==> src/sv/pwbe_pkg.sv <==
// Package for the pulse-width bitstream encoder.
// Holds command codes, register indexes and the queue item types.
// No dependencies; used by pwbe_cfg, pwbe_front, pwbe_back and the top level.
`default_nettype none

package pwbe_pkg;

  // Command codes of an input item
  localparam logic CmdTick = 1'b0;
  localparam logic CmdLoad = 1'b1;

  // Width of the byte field on the input channel
  localparam int unsigned ByteW = 8;

  // Timing register indexes
  localparam int unsigned NumRegs     = 4;
  localparam int unsigned RegIdxW     = 2;
  localparam logic [RegIdxW-1:0] RegZeroHigh = 2'd0;
  localparam logic [RegIdxW-1:0] RegZeroLow  = 2'd1;
  localparam logic [RegIdxW-1:0] RegOneHigh  = 2'd2;
  localparam logic [RegIdxW-1:0] RegOneLow   = 2'd3;

  // APB port sizes
  localparam int unsigned PaddrW = 4;
  localparam int unsigned PdataW = 32;

  // Reset timings, in ticks
  localparam int unsigned ZeroHighReset = 48;
  localparam int unsigned ZeroLowReset  = 102;
  localparam int unsigned OneHighReset  = 96;
  localparam int unsigned OneLowReset   = 54;

  // Classified item held in the queue between front and back
  typedef struct packed {
    logic             is_load;
    logic [ByteW-1:0] data_byte;
    logic             final_byte;
  } cmd_item_t;

  // Result item
  typedef struct packed {
    logic pin_level;
    logic busy_res;
    logic accepted;
    logic stream_done;
  } result_t;

  // Queue head as seen by the back part
  typedef struct packed {
    logic      valid;
    cmd_item_t item;
  } queue_head_t;

endpackage

`default_nettype wire

==> src/sv/pwbe_if.sv <==
// Channel interfaces of the pulse-width bitstream encoder.
// Input channel carries commands, output channel carries results.
// Depends on nothing but the item field widths.
`default_nettype none

interface pwbe_in_if;
  logic       valid;
  logic       ready;
  logic       cmd;
  logic [7:0] data_byte;
  logic       final_byte;

  modport source (output valid, output cmd, output data_byte, output final_byte,
                  input ready);
  modport sink   (input valid, input cmd, input data_byte, input final_byte,
                  output ready);
endinterface

interface pwbe_out_if;
  logic valid;
  logic ready;
  logic pin_level;
  logic busy_res;
  logic accepted;
  logic stream_done;

  modport source (output valid, output pin_level, output busy_res,
                  output accepted, output stream_done, input ready);
  modport sink   (input valid, input pin_level, input busy_res,
                  input accepted, input stream_done, output ready);
endinterface

`default_nettype wire

==> src/sv/pwbe_fifo.sv <==
// Two-entry queue with registered storage.
// Generic width; used between front and back and on the result side.
// No package dependencies.
`default_nettype none

module pwbe_fifo #(
  parameter int unsigned Width = 8
) (
  input  wire logic             clk_i,
  input  wire logic             rst_ni,
  input  wire logic             push_i,
  input  wire logic [Width-1:0] wdata_i,
  input  wire logic             pop_i,
  output logic      [Width-1:0] rdata_o,
  output logic                  full_o,
  output logic                  empty_o
);

  logic [Width-1:0] mem_q [2];
  logic             wr_ptr_q, wr_ptr_d;
  logic             rd_ptr_q, rd_ptr_d;
  logic [1:0]       cnt_q, cnt_d;
  logic             do_push, do_pop;

  assign full_o  = (cnt_q == 2'd2);
  assign empty_o = (cnt_q == 2'd0);
  assign do_push = push_i && !full_o;
  assign do_pop  = pop_i && !empty_o;
  assign rdata_o = mem_q[rd_ptr_q];

  // Pointer and fill count update
  always_comb begin
    wr_ptr_d = do_push ? ~wr_ptr_q : wr_ptr_q;
    rd_ptr_d = do_pop ? ~rd_ptr_q : rd_ptr_q;
    cnt_d    = cnt_q;
    if (do_push && !do_pop) begin
      cnt_d = cnt_q + 2'd1;
    end else if (do_pop && !do_push) begin
      cnt_d = cnt_q - 2'd1;
    end
  end

  always_ff @(posedge clk_i or negedge rst_ni) begin
    if (!rst_ni) begin
      wr_ptr_q <= 1'b0;
      rd_ptr_q <= 1'b0;
      cnt_q    <= 2'd0;
    end else begin
      wr_ptr_q <= wr_ptr_d;
      rd_ptr_q <= rd_ptr_d;
      cnt_q    <= cnt_d;
    end
  end

  // Storage, no reset needed
  always_ff @(posedge clk_i) begin
    if (do_push) begin
      mem_q[wr_ptr_q] <= wdata_i;
    end
  end

endmodule

`default_nettype wire

==> src/sv/pwbe_cfg.sv <==
// APB timing register file of the pulse-width bitstream encoder.
// Four timing registers, written and read over APB.
// Depends on pwbe_pkg.
`default_nettype none

module pwbe_cfg #(
  parameter int unsigned TimeWidth = 16
) (
  input  wire logic                                clk_i,
  input  wire logic                                rst_ni,
  input  wire logic                                psel,
  input  wire logic                                penable,
  input  wire logic                                pwrite,
  input  wire logic [pwbe_pkg::PaddrW-1:0]         paddr,
  input  wire logic [pwbe_pkg::PdataW-1:0]         pwdata,
  output logic      [pwbe_pkg::PdataW-1:0]         prdata,
  output logic                                     pready,
  output logic      [pwbe_pkg::NumRegs-1:0][TimeWidth-1:0] timing_o
);

  logic [pwbe_pkg::NumRegs-1:0][TimeWidth-1:0] timing_q;
  logic [pwbe_pkg::RegIdxW-1:0]                idx;
  logic                                        wr_en;

  assign pready   = 1'b1;
  assign idx      = paddr[pwbe_pkg::RegIdxW+1:2];
  assign wr_en    = psel && penable && pwrite;
  assign timing_o = timing_q;

  // Register writes; value keeps the low TimeWidth bits
  always_ff @(posedge clk_i or negedge rst_ni) begin
    if (!rst_ni) begin
      timing_q[pwbe_pkg::RegZeroHigh] <= TimeWidth'(pwbe_pkg::ZeroHighReset);
      timing_q[pwbe_pkg::RegZeroLow]  <= TimeWidth'(pwbe_pkg::ZeroLowReset);
      timing_q[pwbe_pkg::RegOneHigh]  <= TimeWidth'(pwbe_pkg::OneHighReset);
      timing_q[pwbe_pkg::RegOneLow]   <= TimeWidth'(pwbe_pkg::OneLowReset);
    end else if (wr_en) begin
      timing_q[idx] <= pwdata[TimeWidth-1:0];
    end
  end

  // Read back, zero-extended
  assign prdata = pwbe_pkg::PdataW'(timing_q[idx]);

endmodule

`default_nettype wire

==> src/sv/pwbe_front.sv <==
// Front part: accepts input items, classifies them, queues them.
// Uses pwbe_fifo as the two-entry queue toward the back part.
// Depends on pwbe_pkg and pwbe_if.
`default_nettype none

module pwbe_front (
  input  wire logic            clk_i,
  input  wire logic            rst_ni,
  pwbe_in_if.sink              in_i,
  input  wire logic            pop_i,
  output pwbe_pkg::queue_head_t head_o
);

  pwbe_pkg::cmd_item_t wr_item;
  pwbe_pkg::cmd_item_t rd_item;
  logic                full, empty;

  // Classify the command
  always_comb begin
    wr_item.is_load    = (in_i.cmd == pwbe_pkg::CmdLoad);
    wr_item.data_byte  = in_i.data_byte;
    wr_item.final_byte = in_i.final_byte;
  end

  assign in_i.ready = !full;

  pwbe_fifo #(
    .Width($bits(pwbe_pkg::cmd_item_t))
  ) u_queue (
    .clk_i   (clk_i),
    .rst_ni  (rst_ni),
    .push_i  (in_i.valid),
    .wdata_i (wr_item),
    .pop_i   (pop_i),
    .rdata_o (rd_item),
    .full_o  (full),
    .empty_o (empty)
  );

  assign head_o.valid = !empty;
  assign head_o.item  = rd_item;

endmodule

`default_nettype wire

==> src/sv/pwbe_back.sv <==
// Back part: bit encoder state and the result queue.
// Takes one queued item a cycle while the result queue has room, and writes its result to a two-entry queue.
// Depends on pwbe_pkg, pwbe_if and pwbe_fifo.
`default_nettype none

module pwbe_back #(
  parameter int unsigned BitsPerByte = 8,
  parameter int unsigned TimeWidth   = 16
) (
  input  wire logic                                       clk_i,
  input  wire logic                                       rst_ni,
  input  wire logic [pwbe_pkg::NumRegs-1:0][TimeWidth-1:0] timing_i,
  input  pwbe_pkg::queue_head_t                           head_i,
  output logic                                            pop_o,
  pwbe_out_if.source                                      out_o
);

  localparam int unsigned CntW = $clog2(BitsPerByte + 1);
  localparam int unsigned ExtW = (BitsPerByte > pwbe_pkg::ByteW) ? BitsPerByte
                                                                  : pwbe_pkg::ByteW;

  logic [BitsPerByte-1:0] shift_q, shift_d;
  logic [CntW-1:0]        bits_left_q, bits_left_d;
  logic [TimeWidth:0]     phase_q, phase_d;
  logic                   sending_q, sending_d;
  logic                   last_q, last_d;

  logic                   out_full, out_empty;
  pwbe_pkg::result_t      res, res_out;
  logic [ExtW-1:0]        byte_ext;
  logic                   cur_bit;
  logic [TimeWidth-1:0]   hi, lo;
  logic [TimeWidth:0]     total, phase_inc;

  // Take an item whenever the result queue has room
  assign pop_o = head_i.valid && !out_full;

  assign byte_ext  = ExtW'(head_i.item.data_byte);
  assign cur_bit   = shift_q[BitsPerByte-1];
  assign hi        = cur_bit ? timing_i[pwbe_pkg::RegOneHigh]
                             : timing_i[pwbe_pkg::RegZeroHigh];
  assign lo        = cur_bit ? timing_i[pwbe_pkg::RegOneLow]
                             : timing_i[pwbe_pkg::RegZeroLow];
  assign total     = {1'b0, hi} + {1'b0, lo};
  assign phase_inc = phase_q + 1'b1;

  // Encoder step for the item at the queue head
  always_comb begin
    shift_d     = shift_q;
    bits_left_d = bits_left_q;
    phase_d     = phase_q;
    sending_d   = sending_q;
    last_d      = last_q;
    res         = '0;
    if (head_i.item.is_load) begin
      if (!sending_q) begin
        shift_d      = byte_ext[BitsPerByte-1:0];
        bits_left_d  = CntW'(BitsPerByte);
        phase_d      = '0;
        sending_d    = 1'b1;
        last_d       = head_i.item.final_byte;
        res.accepted = 1'b1;
      end
      res.busy_res = 1'b1;
    end else if (sending_q) begin
      res.busy_res  = 1'b1;
      res.pin_level = (phase_q < {1'b0, hi});
      phase_d       = phase_inc;
      // Bit ends: shift out and count down
      if (phase_inc >= total) begin
        phase_d     = '0;
        shift_d     = shift_q << 1;
        bits_left_d = bits_left_q - 1'b1;
        if (bits_left_q == CntW'(1)) begin
          sending_d       = 1'b0;
          res.stream_done = last_q;
          last_d          = 1'b0;
        end
      end
    end
  end

  always_ff @(posedge clk_i or negedge rst_ni) begin
    if (!rst_ni) begin
      shift_q     <= '0;
      bits_left_q <= '0;
      phase_q     <= '0;
      sending_q   <= 1'b0;
      last_q      <= 1'b0;
    end else if (pop_o) begin
      shift_q     <= shift_d;
      bits_left_q <= bits_left_d;
      phase_q     <= phase_d;
      sending_q   <= sending_d;
      last_q      <= last_d;
    end
  end

  // Result queue decouples the output handshake
  pwbe_fifo #(
    .Width($bits(pwbe_pkg::result_t))
  ) u_res_queue (
    .clk_i   (clk_i),
    .rst_ni  (rst_ni),
    .push_i  (pop_o),
    .wdata_i (res),
    .pop_i   (out_o.ready),
    .rdata_o (res_out),
    .full_o  (out_full),
    .empty_o (out_empty)
  );

  assign out_o.valid       = !out_empty;
  assign out_o.pin_level   = res_out.pin_level;
  assign out_o.busy_res    = res_out.busy_res;
  assign out_o.accepted    = res_out.accepted;
  assign out_o.stream_done = res_out.stream_done;

endmodule

`default_nettype wire

==> src/sv/pulse_width_bitstream_encoder_top.sv <==
// Top level of the pulse-width bitstream encoder.
// Ties together pwbe_cfg, pwbe_front and pwbe_back; depends on pwbe_pkg, pwbe_if.
//
//   channel   dir   handshake        payload
//   in_i      in    valid/ready      cmd, data_byte, final_byte
//   out_o     out   valid/ready      pin_level, busy_res, accepted, stream_done
//   apb       in    psel/penable     paddr, pwdata, prdata (pready tied high)
//
// One item per cycle sustained while out_o takes results; an item's result reaches
// out_o through the input queue, then the result queue register.
// Reset clears the encoder state and loads the default timings.
// A full result queue stalls the back part; the front keeps accepting until
// its two-entry queue fills.
`default_nettype none

module pulse_width_bitstream_encoder_top #(
  parameter int unsigned BITS_PER_BYTE = 8,
  parameter int unsigned TIME_WIDTH    = 16
) (
  input  wire logic                         clk_i,
  input  wire logic                         rst_ni,
  pwbe_in_if.sink                           in_i,
  pwbe_out_if.source                        out_o,
  input  wire logic                         psel,
  input  wire logic                         penable,
  input  wire logic                         pwrite,
  input  wire logic [pwbe_pkg::PaddrW-1:0]  paddr,
  input  wire logic [pwbe_pkg::PdataW-1:0]  pwdata,
  output logic      [pwbe_pkg::PdataW-1:0]  prdata,
  output logic                              pready
);

  logic [pwbe_pkg::NumRegs-1:0][TIME_WIDTH-1:0] timing;
  pwbe_pkg::queue_head_t                        head;
  logic                                         pop;

  pwbe_cfg #(
    .TimeWidth(TIME_WIDTH)
  ) u_cfg (
    .clk_i    (clk_i),
    .rst_ni   (rst_ni),
    .psel     (psel),
    .penable  (penable),
    .pwrite   (pwrite),
    .paddr    (paddr),
    .pwdata   (pwdata),
    .prdata   (prdata),
    .pready   (pready),
    .timing_o (timing)
  );

  pwbe_front u_front (
    .clk_i  (clk_i),
    .rst_ni (rst_ni),
    .in_i   (in_i),
    .pop_i  (pop),
    .head_o (head)
  );

  pwbe_back #(
    .BitsPerByte(BITS_PER_BYTE),
    .TimeWidth  (TIME_WIDTH)
  ) u_back (
    .clk_i    (clk_i),
    .rst_ni   (rst_ni),
    .timing_i (timing),
    .head_i   (head),
    .pop_o    (pop),
    .out_o    (out_o)
  );

endmodule

`default_nettype wire
==> src/flat_wrapper.sv <==
// flat-port wrapper written by rule: the top's interface ports become plain ports
module pulse_width_bitstream_encoder_top_flat 
#(
  parameter int unsigned BITS_PER_BYTE = 8,
  parameter int unsigned TIME_WIDTH    = 16
)
  (clk_i, rst_ni, psel, penable, pwrite, paddr, pwdata, prdata, pready, in_i_valid, in_i_cmd, in_i_data_byte, in_i_final_byte, in_i_ready, out_o_valid, out_o_pin_level, out_o_busy_res, out_o_accepted, out_o_stream_done, out_o_ready);
  pwbe_in_if in_i_i ();
  pwbe_out_if out_o_i ();
  input  wire logic clk_i;
  input  wire logic rst_ni;
  input  wire logic psel;
  input  wire logic penable;
  input  wire logic pwrite;
  input  wire logic [pwbe_pkg::PaddrW-1:0] paddr;
  input  wire logic [pwbe_pkg::PdataW-1:0] pwdata;
  output logic      [pwbe_pkg::PdataW-1:0] prdata;
  output logic pready;
  input wire logic [$bits(in_i_i.valid)-1:0] in_i_valid;
  input wire logic [$bits(in_i_i.cmd)-1:0] in_i_cmd;
  input wire logic [$bits(in_i_i.data_byte)-1:0] in_i_data_byte;
  input wire logic [$bits(in_i_i.final_byte)-1:0] in_i_final_byte;
  output wire logic [$bits(in_i_i.ready)-1:0] in_i_ready;
  output wire logic [$bits(out_o_i.valid)-1:0] out_o_valid;
  output wire logic [$bits(out_o_i.pin_level)-1:0] out_o_pin_level;
  output wire logic [$bits(out_o_i.busy_res)-1:0] out_o_busy_res;
  output wire logic [$bits(out_o_i.accepted)-1:0] out_o_accepted;
  output wire logic [$bits(out_o_i.stream_done)-1:0] out_o_stream_done;
  input wire logic [$bits(out_o_i.ready)-1:0] out_o_ready;
  assign in_i_i.valid = in_i_valid;
  assign in_i_i.cmd = in_i_cmd;
  assign in_i_i.data_byte = in_i_data_byte;
  assign in_i_i.final_byte = in_i_final_byte;
  assign in_i_ready = in_i_i.ready;
  assign out_o_valid = out_o_i.valid;
  assign out_o_pin_level = out_o_i.pin_level;
  assign out_o_busy_res = out_o_i.busy_res;
  assign out_o_accepted = out_o_i.accepted;
  assign out_o_stream_done = out_o_i.stream_done;
  assign out_o_i.ready = out_o_ready;
  pulse_width_bitstream_encoder_top #(.BITS_PER_BYTE(BITS_PER_BYTE), .TIME_WIDTH(TIME_WIDTH)) u_core (.clk_i(clk_i), .rst_ni(rst_ni), .in_i(in_i_i), .out_o(out_o_i), .psel(psel), .penable(penable), .pwrite(pwrite), .paddr(paddr), .pwdata(pwdata), .prdata(prdata), .pready(pready));
endmodule
==> config.mk <==
export PLATFORM = sky130hd
export DESIGN_NAME = pulse_width_bitstream_encoder_top_flat
export DESIGN_NICKNAME = d
export VERILOG_FILES = /design/src/sv/pwbe_pkg.sv /design/src/sv/pwbe_if.sv /design/src/sv/pwbe_fifo.sv /design/src/sv/pwbe_cfg.sv /design/src/sv/pwbe_front.sv /design/src/sv/pwbe_back.sv /design/src/sv/pulse_width_bitstream_encoder_top.sv /design/src/flat_wrapper.sv
export SDC_FILE = /design/constraint.sdc
export NUM_CORES = 1
export LEC_CHECK = 0
export BUFFER_PORTS_ARGS = -buffer_cell sky130_fd_sc_hd__buf_2
export CELL_PAD_IN_SITES_DETAIL_PLACEMENT = 0
export CELL_PAD_IN_SITES_GLOBAL_PLACEMENT = 1
export CORE_ASPECT_RATIO = 0.9
export CORE_MARGIN = 3
export CORE_UTILIZATION = 45
export DETAILED_ROUTE_END_ITERATION = 12
export PLACE_DENSITY_LB_ADDON = 0.1
export SLEW_MARGIN = 20
export SYNTH_ARGS = -nofsm -noshare
export SYNTH_HDL_FRONTEND = slang
export SYNTH_SLANG_ARGS = --single-unit
==> constraint.sdc <==
create_clock -name clk_i -period 6 [get_ports clk_i]
set_clock_uncertainty 0.05 [all_clocks]
set_input_delay 0.6 -clock clk_i [delete_from_list [all_inputs] [get_ports clk_i]]
set_output_delay 0.6 -clock clk_i [all_outputs]
set_load 0.05 [all_outputs]
; ---- Word level (Yosys, flattened, before mapping)
; Memories as Yosys holds them, arrays and structs flattened.
; Index checks and enable logic that the tools add are counted.
[totals]
memories = 2
inputBits = 53
ram_bits = 28
output_inout_bits = 39
word_cells = 111
ff_bits = 103
[op_classes]
reduce_logical = 30
n_mux = 45
add_sub_neg = 7
n_bitwise = 4
n_eq_ne = 4
magnitude_cmp = 4
[memory_table]
columns = name, words, word_bits, rd, rd_clocked_by_memory_dff, write_ports, line_no
row1 = u_core.u_front.u_queue.mem_q, 2, 10, 1, 0, 1, pwbe_fifo.sv:19  ; logic [Width-1:0] mem_q [2];
row2 = u_core.u_back.u_res_queue.mem_q, 2, 4, 1, 0, 1, pwbe_fifo.sv:19
[ops]
columns = operator, n
row1 = 17-bit 2-to-1 mux, 4
row2 = 64-bit bitwise mux, 1
row3 = 16-bit 2-to-1 mux, 4
row4 = 16-bit binary-select mux with 2-bit select, 1
row5 = 16-bit demux with 2-bit select, 1
row6 = 8-bit 2-to-1 mux, 4
row7 = 1-bit 2-to-1 mux, 21
row8 = 16-bit by 16-bit adder with 17-bit output, 1
row9 = 17-bit by 1-bit adder with 17-bit output (second input constant), 1
row10 = 17-bit greater-or-equal comparator, 1
row11 = 17-bit by 16-bit less-than comparator with 1-bit output, 1
row12 = 4-bit 2-to-1 mux, 4
row13 = 1-bit logical AND, 12
row14 = 2-bit 2-to-1 mux, 5
row15 = 2-bit nonzero test, 5
row16 = 1-bit zero test, 8
row17 = 5-bit AND reduction, 1
row18 = 2-bit by 1-bit adder with 2-bit output (second input constant), 2
row19 = 2-bit equality test (second input constant), 2
row20 = 4-bit by 1-bit equality test with 1-bit output (second input constant), 1
row21 = 2-bit zero test, 2
row22 = 1-bit inverter, 4
row23 = 4-bit AND reduction, 1
row24 = 2-bit by 1-bit subtractor with 2-bit output (second input constant), 2
row25 = other kinds (5), 5

; ---- Longest topological paths before layout
[depth]
depth_word = 8
ltp_mapped = 19
depth_no_buf = 16

; ---- Cells and area by module
; Synthesis repeated with hierarchy kept, for this count alone.
[hier_totals]
cells_unflattened = 704
area_unflattened_um2 = 8255.4
[by_module_without_submodules]
columns = module, area_per_inst_um2, seq_area_each_um2, n_inst, cells_per_inst
row1 = pwbe_back, 3806.2, 775.7, 1, 441
row2 = pwbe_cfg, 3040.4, 1616.6, 1, 180
row3 = pwbe_fifo (u_core.u_front.u_queue), 919.6, 700.7, 1, 50
row4 = pwbe_fifo (u_core.u_back.u_res_queue), 481.7, 340.3, 1, 31
row5 = pwbe_front, 7.5, 0.0, 1, 2

; ---- Worst setup path after synthesis
; OpenSTA, ideal clock, no wires.
[synth_path]
kind = reg-to-reg
from = register u_core.u_back.shift_q[7]
to = register u_core.u_back.bits_left_q[1]
slack_ps = 1131
n_path_buf = 2
t_required_ps = 5825
t_arrival_ps = 4694
setup_ps = 125
stages_incl_launch_ff = 19
synth_period_minus_slack_ps = 4869
cell_sequence = dfrtp_1 clkbuf_1 buf_1 mux2i_1 inv_1 ha_1 a211oi_1 o211ai_1 a41oi_1 a21oi_1 a311oi_1 xor2_1 ha_1 nand4_1 or4b_1 o32a_1 nand3_2 nand2_4 mux2_4
[synth_via]
elab_chain_len = 5
elab_cells_between_ends = 6
cone_classes = add/sub: 1 / order compare: 1 / mux: 2 / reduce/logical: 2
[synth_lines]
columns = item, line_no
row1 = "start, declared", pwbe_back.sv:22  ; logic [BitsPerByte-1:0] shift_q, shift_d;
row2 = "start signal, assigned", pwbe_back.sv:91  ; shift_q <= shift_d;
row3 = 16-bit 2-to-1 mux (on tied branches), "pwbe_back.sv:40, pwbe_back.sv:42"
row4 = 16-bit by 16-bit adder with 17-bit output *, pwbe_back.sv:44  ; assign total = {1'b0, hi} + {1'b0, lo};
row5 = 17-bit greater-or-equal comparator *, pwbe_back.sv:70  ; if (phase_inc >= total) begin
row6 = 2-bit nonzero test (no source line) *, --
row7 = 4-bit AND reduction (no source line) *, --
row8 = "end signal, assigned", pwbe_back.sv:92  ; bits_left_q <= bits_left_d;
row9 = "end, declared", pwbe_back.sv:23  ; logic [CntW-1:0] bits_left_q, bits_left_d;
; Every way passes the cells marked *; elsewhere a longest branch is shown, timed or not.
; A chain may end at the register's enable or synchronous reset.

; ---- Worst setup path after layout
[layout_path]
from = register u_core.u_back.shift_q[7]
to = register u_core.u_back.shift_q[6]
[layout_via]
elab_chain_len = 5
elab_cells_between_ends = 6
cone_classes = add/sub: 1 / order compare: 1 / mux: 2 / reduce/logical: 2
[layout_lines]
columns = item, line_no
row1 = 16-bit 2-to-1 mux (on tied branches), "pwbe_back.sv:40, pwbe_back.sv:42"
row2 = 16-bit by 16-bit adder with 17-bit output *, pwbe_back.sv:44
row3 = 17-bit greater-or-equal comparator *, pwbe_back.sv:70
row4 = 2-bit nonzero test (no source line) *, --
row5 = 4-bit AND reduction (no source line) *, --
; Marks and branches as above.

==> results.json <==
{
  "tns_ps": 0,
  "cts_max_path_buffers": 2,
  "min_period_ps": 5510,
  "die_area_um2": 19200,
  "port_buffers": 56,
  "status": "completed",
  "layout_common_cells": "dfrtp_1, mux2_2, ha_1, buf_2, nand2_1",
  "cp-start-kind": "flop",
  "grt_pass1_wl_um": 27700,
  "arrival_ps": 5760,
  "yosys-top-cells-area": "dfrtp_1, mux2_2, edfxtp_1",
  "rows": 45,
  "path_max_fanout": 18,
  "timing.rr.start": "u_core.u_back.shift_q[7]",
  "num_vias": 5248,
  "r2r_end": "u_core.u_back.shift_q[6]",
  "post_cts_buffers": 0,
  "ys_ff_latch": 131,
  "synthesis.area_um2": 7900,
  "cts_resized": 0,
  "grtUsageTotal": 0.181,
  "via_per_inst": 5.37,
  "drcViolationCount": 0,
  "r2r_cells": 16,
  "cts_tree": "done",
  "area_growth_pct": 13.8,
  "cts_root_buffer": "clkbuf_16",
  "setup_violations": 0,
  "p_leak_nw": 4.13,
  "synth_cell_types": 56,
  "netlist_instances": 676,
  "synth-async-reset-ratio": 0.786,
  "hold_violations": 0,
  "finalCritPeriodShare": 0.918,
  "die_y_um": 132,
  "crit_type": "reg2reg",
  "cp-end-kind": "flop",
  "boundaryPins": 92,
  "crit_required_ps": 6260,
  "r2r_setup_slack_ps": 490,
  "timing.slew.headroom": 0.240,
  "path_clk_slew_ps": 60,
  "rsz0062_at_grt": "no",
  "tightest_slew_ps": 1140,
  "yosysSeqAreaShare": 0.435,
  "min_path_type": "in2async",
  "n_antenna_cell": 0,
  "grt_max_degree": 60,
  "wirelength_um": 16600,
  "post-dp-hpwl_um": 12200,
  "initial_core_util": 0.463,
  "max_freq_mhz": 182,
  "finalNetCount": 839,
  "drt-initial-drc-count": 217,
  "antenna_found_initial": 0,
  "core_um2": 17100,
  "synth_ff_type": "dfrtp_1",
  "gp_routability_congestion": 0.864,
  "p_per_area_nw_per_um2": 503,
  "h-tree-depth": 4,
  "die_x_um": 146,
  "grt_overflow": 0,
  "numCtsBuffers": 17,
  "synth_edf_count": 28,
  "drive_gt1_frac": 0.301,
  "avgSynthCellArea_um2": 11.7,
  "grt_pass1_vias": 5331,
  "totalPowerFinal_mw": 4.52,
  "clk_latency_ps": 420,
  "wire_per_inst_um": 16.9,
  "yosysTopAreaCell": "dfrtp_1",
  "ir_drop_mv": 0.213,
  "ctsHoldBuffers": 0,
  "yosysTopAreaCellShare": 0.288,
  "yosysWarnings": 0,
  "nFillCells": 1507,
  "cts.sinks": 131,
  "drt_first_pass_iters": 5,
  "cap_violations": 0,
  "route.antenna.remaining_nets": 0,
  "maxSlewViolCount": 0,
  "layout_commonest_cell": "dfrtp_1"
}
## registers in the layout, indices dropped and copies added (netlist names)
| signal | flops |
|---|---|
| u_core.u_back.bits_left_q | 4 |
| u_core.u_back.last_q | 1 |
| u_core.u_back.phase_q | 17 |
| u_core.u_back.sending_q | 1 |
| u_core.u_back.shift_q | 8 |
| u_core.u_back.u_res_queue.cnt_q | 2 |
| u_core.u_back.u_res_queue.mem_q | 8 |
| u_core.u_back.u_res_queue.rd_ptr_q | 1 |
| u_core.u_back.u_res_queue.wr_ptr_q | 1 |
| u_core.u_cfg.timing_o | 64 |
| u_core.u_front.u_queue.cnt_q | 2 |
| u_core.u_front.u_queue.mem_q | 20 |
| u_core.u_front.u_queue.rd_ptr_q | 1 |
| u_core.u_front.u_queue.wr_ptr_q | 1 |
## cell usage after synthesis (7+ instances only)
cell type	count
mux4_2	16
buf_4	18
edfxtp_1	28
dfstp_2	12
xnor2_1	20
xor2_1	18
mux2_2	86
o21ai_0	30
inv_1	31
mux2_4	8
clkbuf_1	16
nand3_1	18
nor2_1	28
a21oi_1	25
and3_1	14
ha_1	55
mux2i_1	26
dfrtp_1	91
a21o_1	9
a211oi_1	7
nand2_1	38
## report_power, final
part           internal [mW]  switching [mW]  total, mW
sequential              1.17           0.194       1.37
combinational          0.871            1.19       2.06
clock                  0.667           0.421       1.09
## metrics by stage
step                      cells  cell area (µm²)  hold WS, ps  setup slack [ps]  utilization
after CTS                   978             8980          151               439        0.527
final                       978             8980          137               493        0.527
after detailed placement    946             8360          433               448        0.490
after global routing        978             8980          179               174        0.527
after global placement      946             8360          427               508        0.490
after floorplan             691             7950          254              1130            -
## cell type report
| type | count | area (µm²) | share of cell area |
|---|---|---|---|
| multi-input combinational | 488 | 4200 | 0.468 |
| clock buffer | 17 | 425 | 0.0473 |
| inverter | 32 | 120 | 0.0134 |
| timing repair buffer | 60 | 313 | 0.0348 |
| tap | 235 | 294 | 0.0327 |
| clock inverter | 15 | 195 | 0.0217 |
| sequential | 131 | 3430 | 0.382 |
## how the worst max path moves through the flow
stage	cells after the start	to	start
global route	16	u_core.u_back.shift_q[2]	u_core.u_back.shift_q[7]
global placement	16	u_core.u_back.shift_q[3]	u_core.u_back.shift_q[7]
finish	16	u_core.u_back.shift_q[6]	u_core.u_back.shift_q[7]
detailed placement	16	u_core.u_back.shift_q[6]	u_core.u_back.shift_q[7]
floorplan	18	u_core.u_back.bits_left_q[1]	u_core.u_back.shift_q[7]
CTS	16	u_core.u_back.shift_q[1]	u_core.u_back.shift_q[7]
## critical path, cell delays in order (launching register included)
cell and delay, ps:
dfrtp_1 820, buf_4 430, mux2i_1 300, inv_1 70, ha_1 360, a21o_1 200, a41oi_1 270, a21oi_1 210
a311oi_1 390, xor2_1 120, ha_1 310, nand4_1 180, or4b_1 530, o32a_1 340, nand3_2 270, nand2_4 190
mux2_4 340
## cell families (layout without fill, tap and decap cells)
| logic type | count (synthesis) | count (layout) | synth area share |
|---|---|---|---|
| buffers and inverters | 72 | 124 | 0.0433 |
| XOR/XNOR | 38 | 38 | 0.0421 |
| other | 2 | 17 | 0.000951 |
| flip-flops | 131 | 131 | 0.435 |
| multiplexers | 136 | 136 | 0.216 |
| AND/OR/NAND/NOR | 138 | 138 | 0.0878 |
| AO/OA/AOI/OAI | 103 | 103 | 0.0849 |
| adder cells (fa/ha/maj) | 56 | 56 | 0.0897 |
## layer usage
| metal | part of all wire | vias to the layer above | GRT usage |
|---|---|---|---|
| met1 | 0.48 | 2605 | 0.251 |
| met4 | 0.0065 | 0 | 0.0491 |
| met3 | 0.024 | 6 | 0.0379 |
| met2 | 0.49 | 76 | 0.291 |
| li1 | - | 2561 | - |
| met5 | 0 | - | 0 |
No activity file was read; power rests on OpenSTA's default activity.
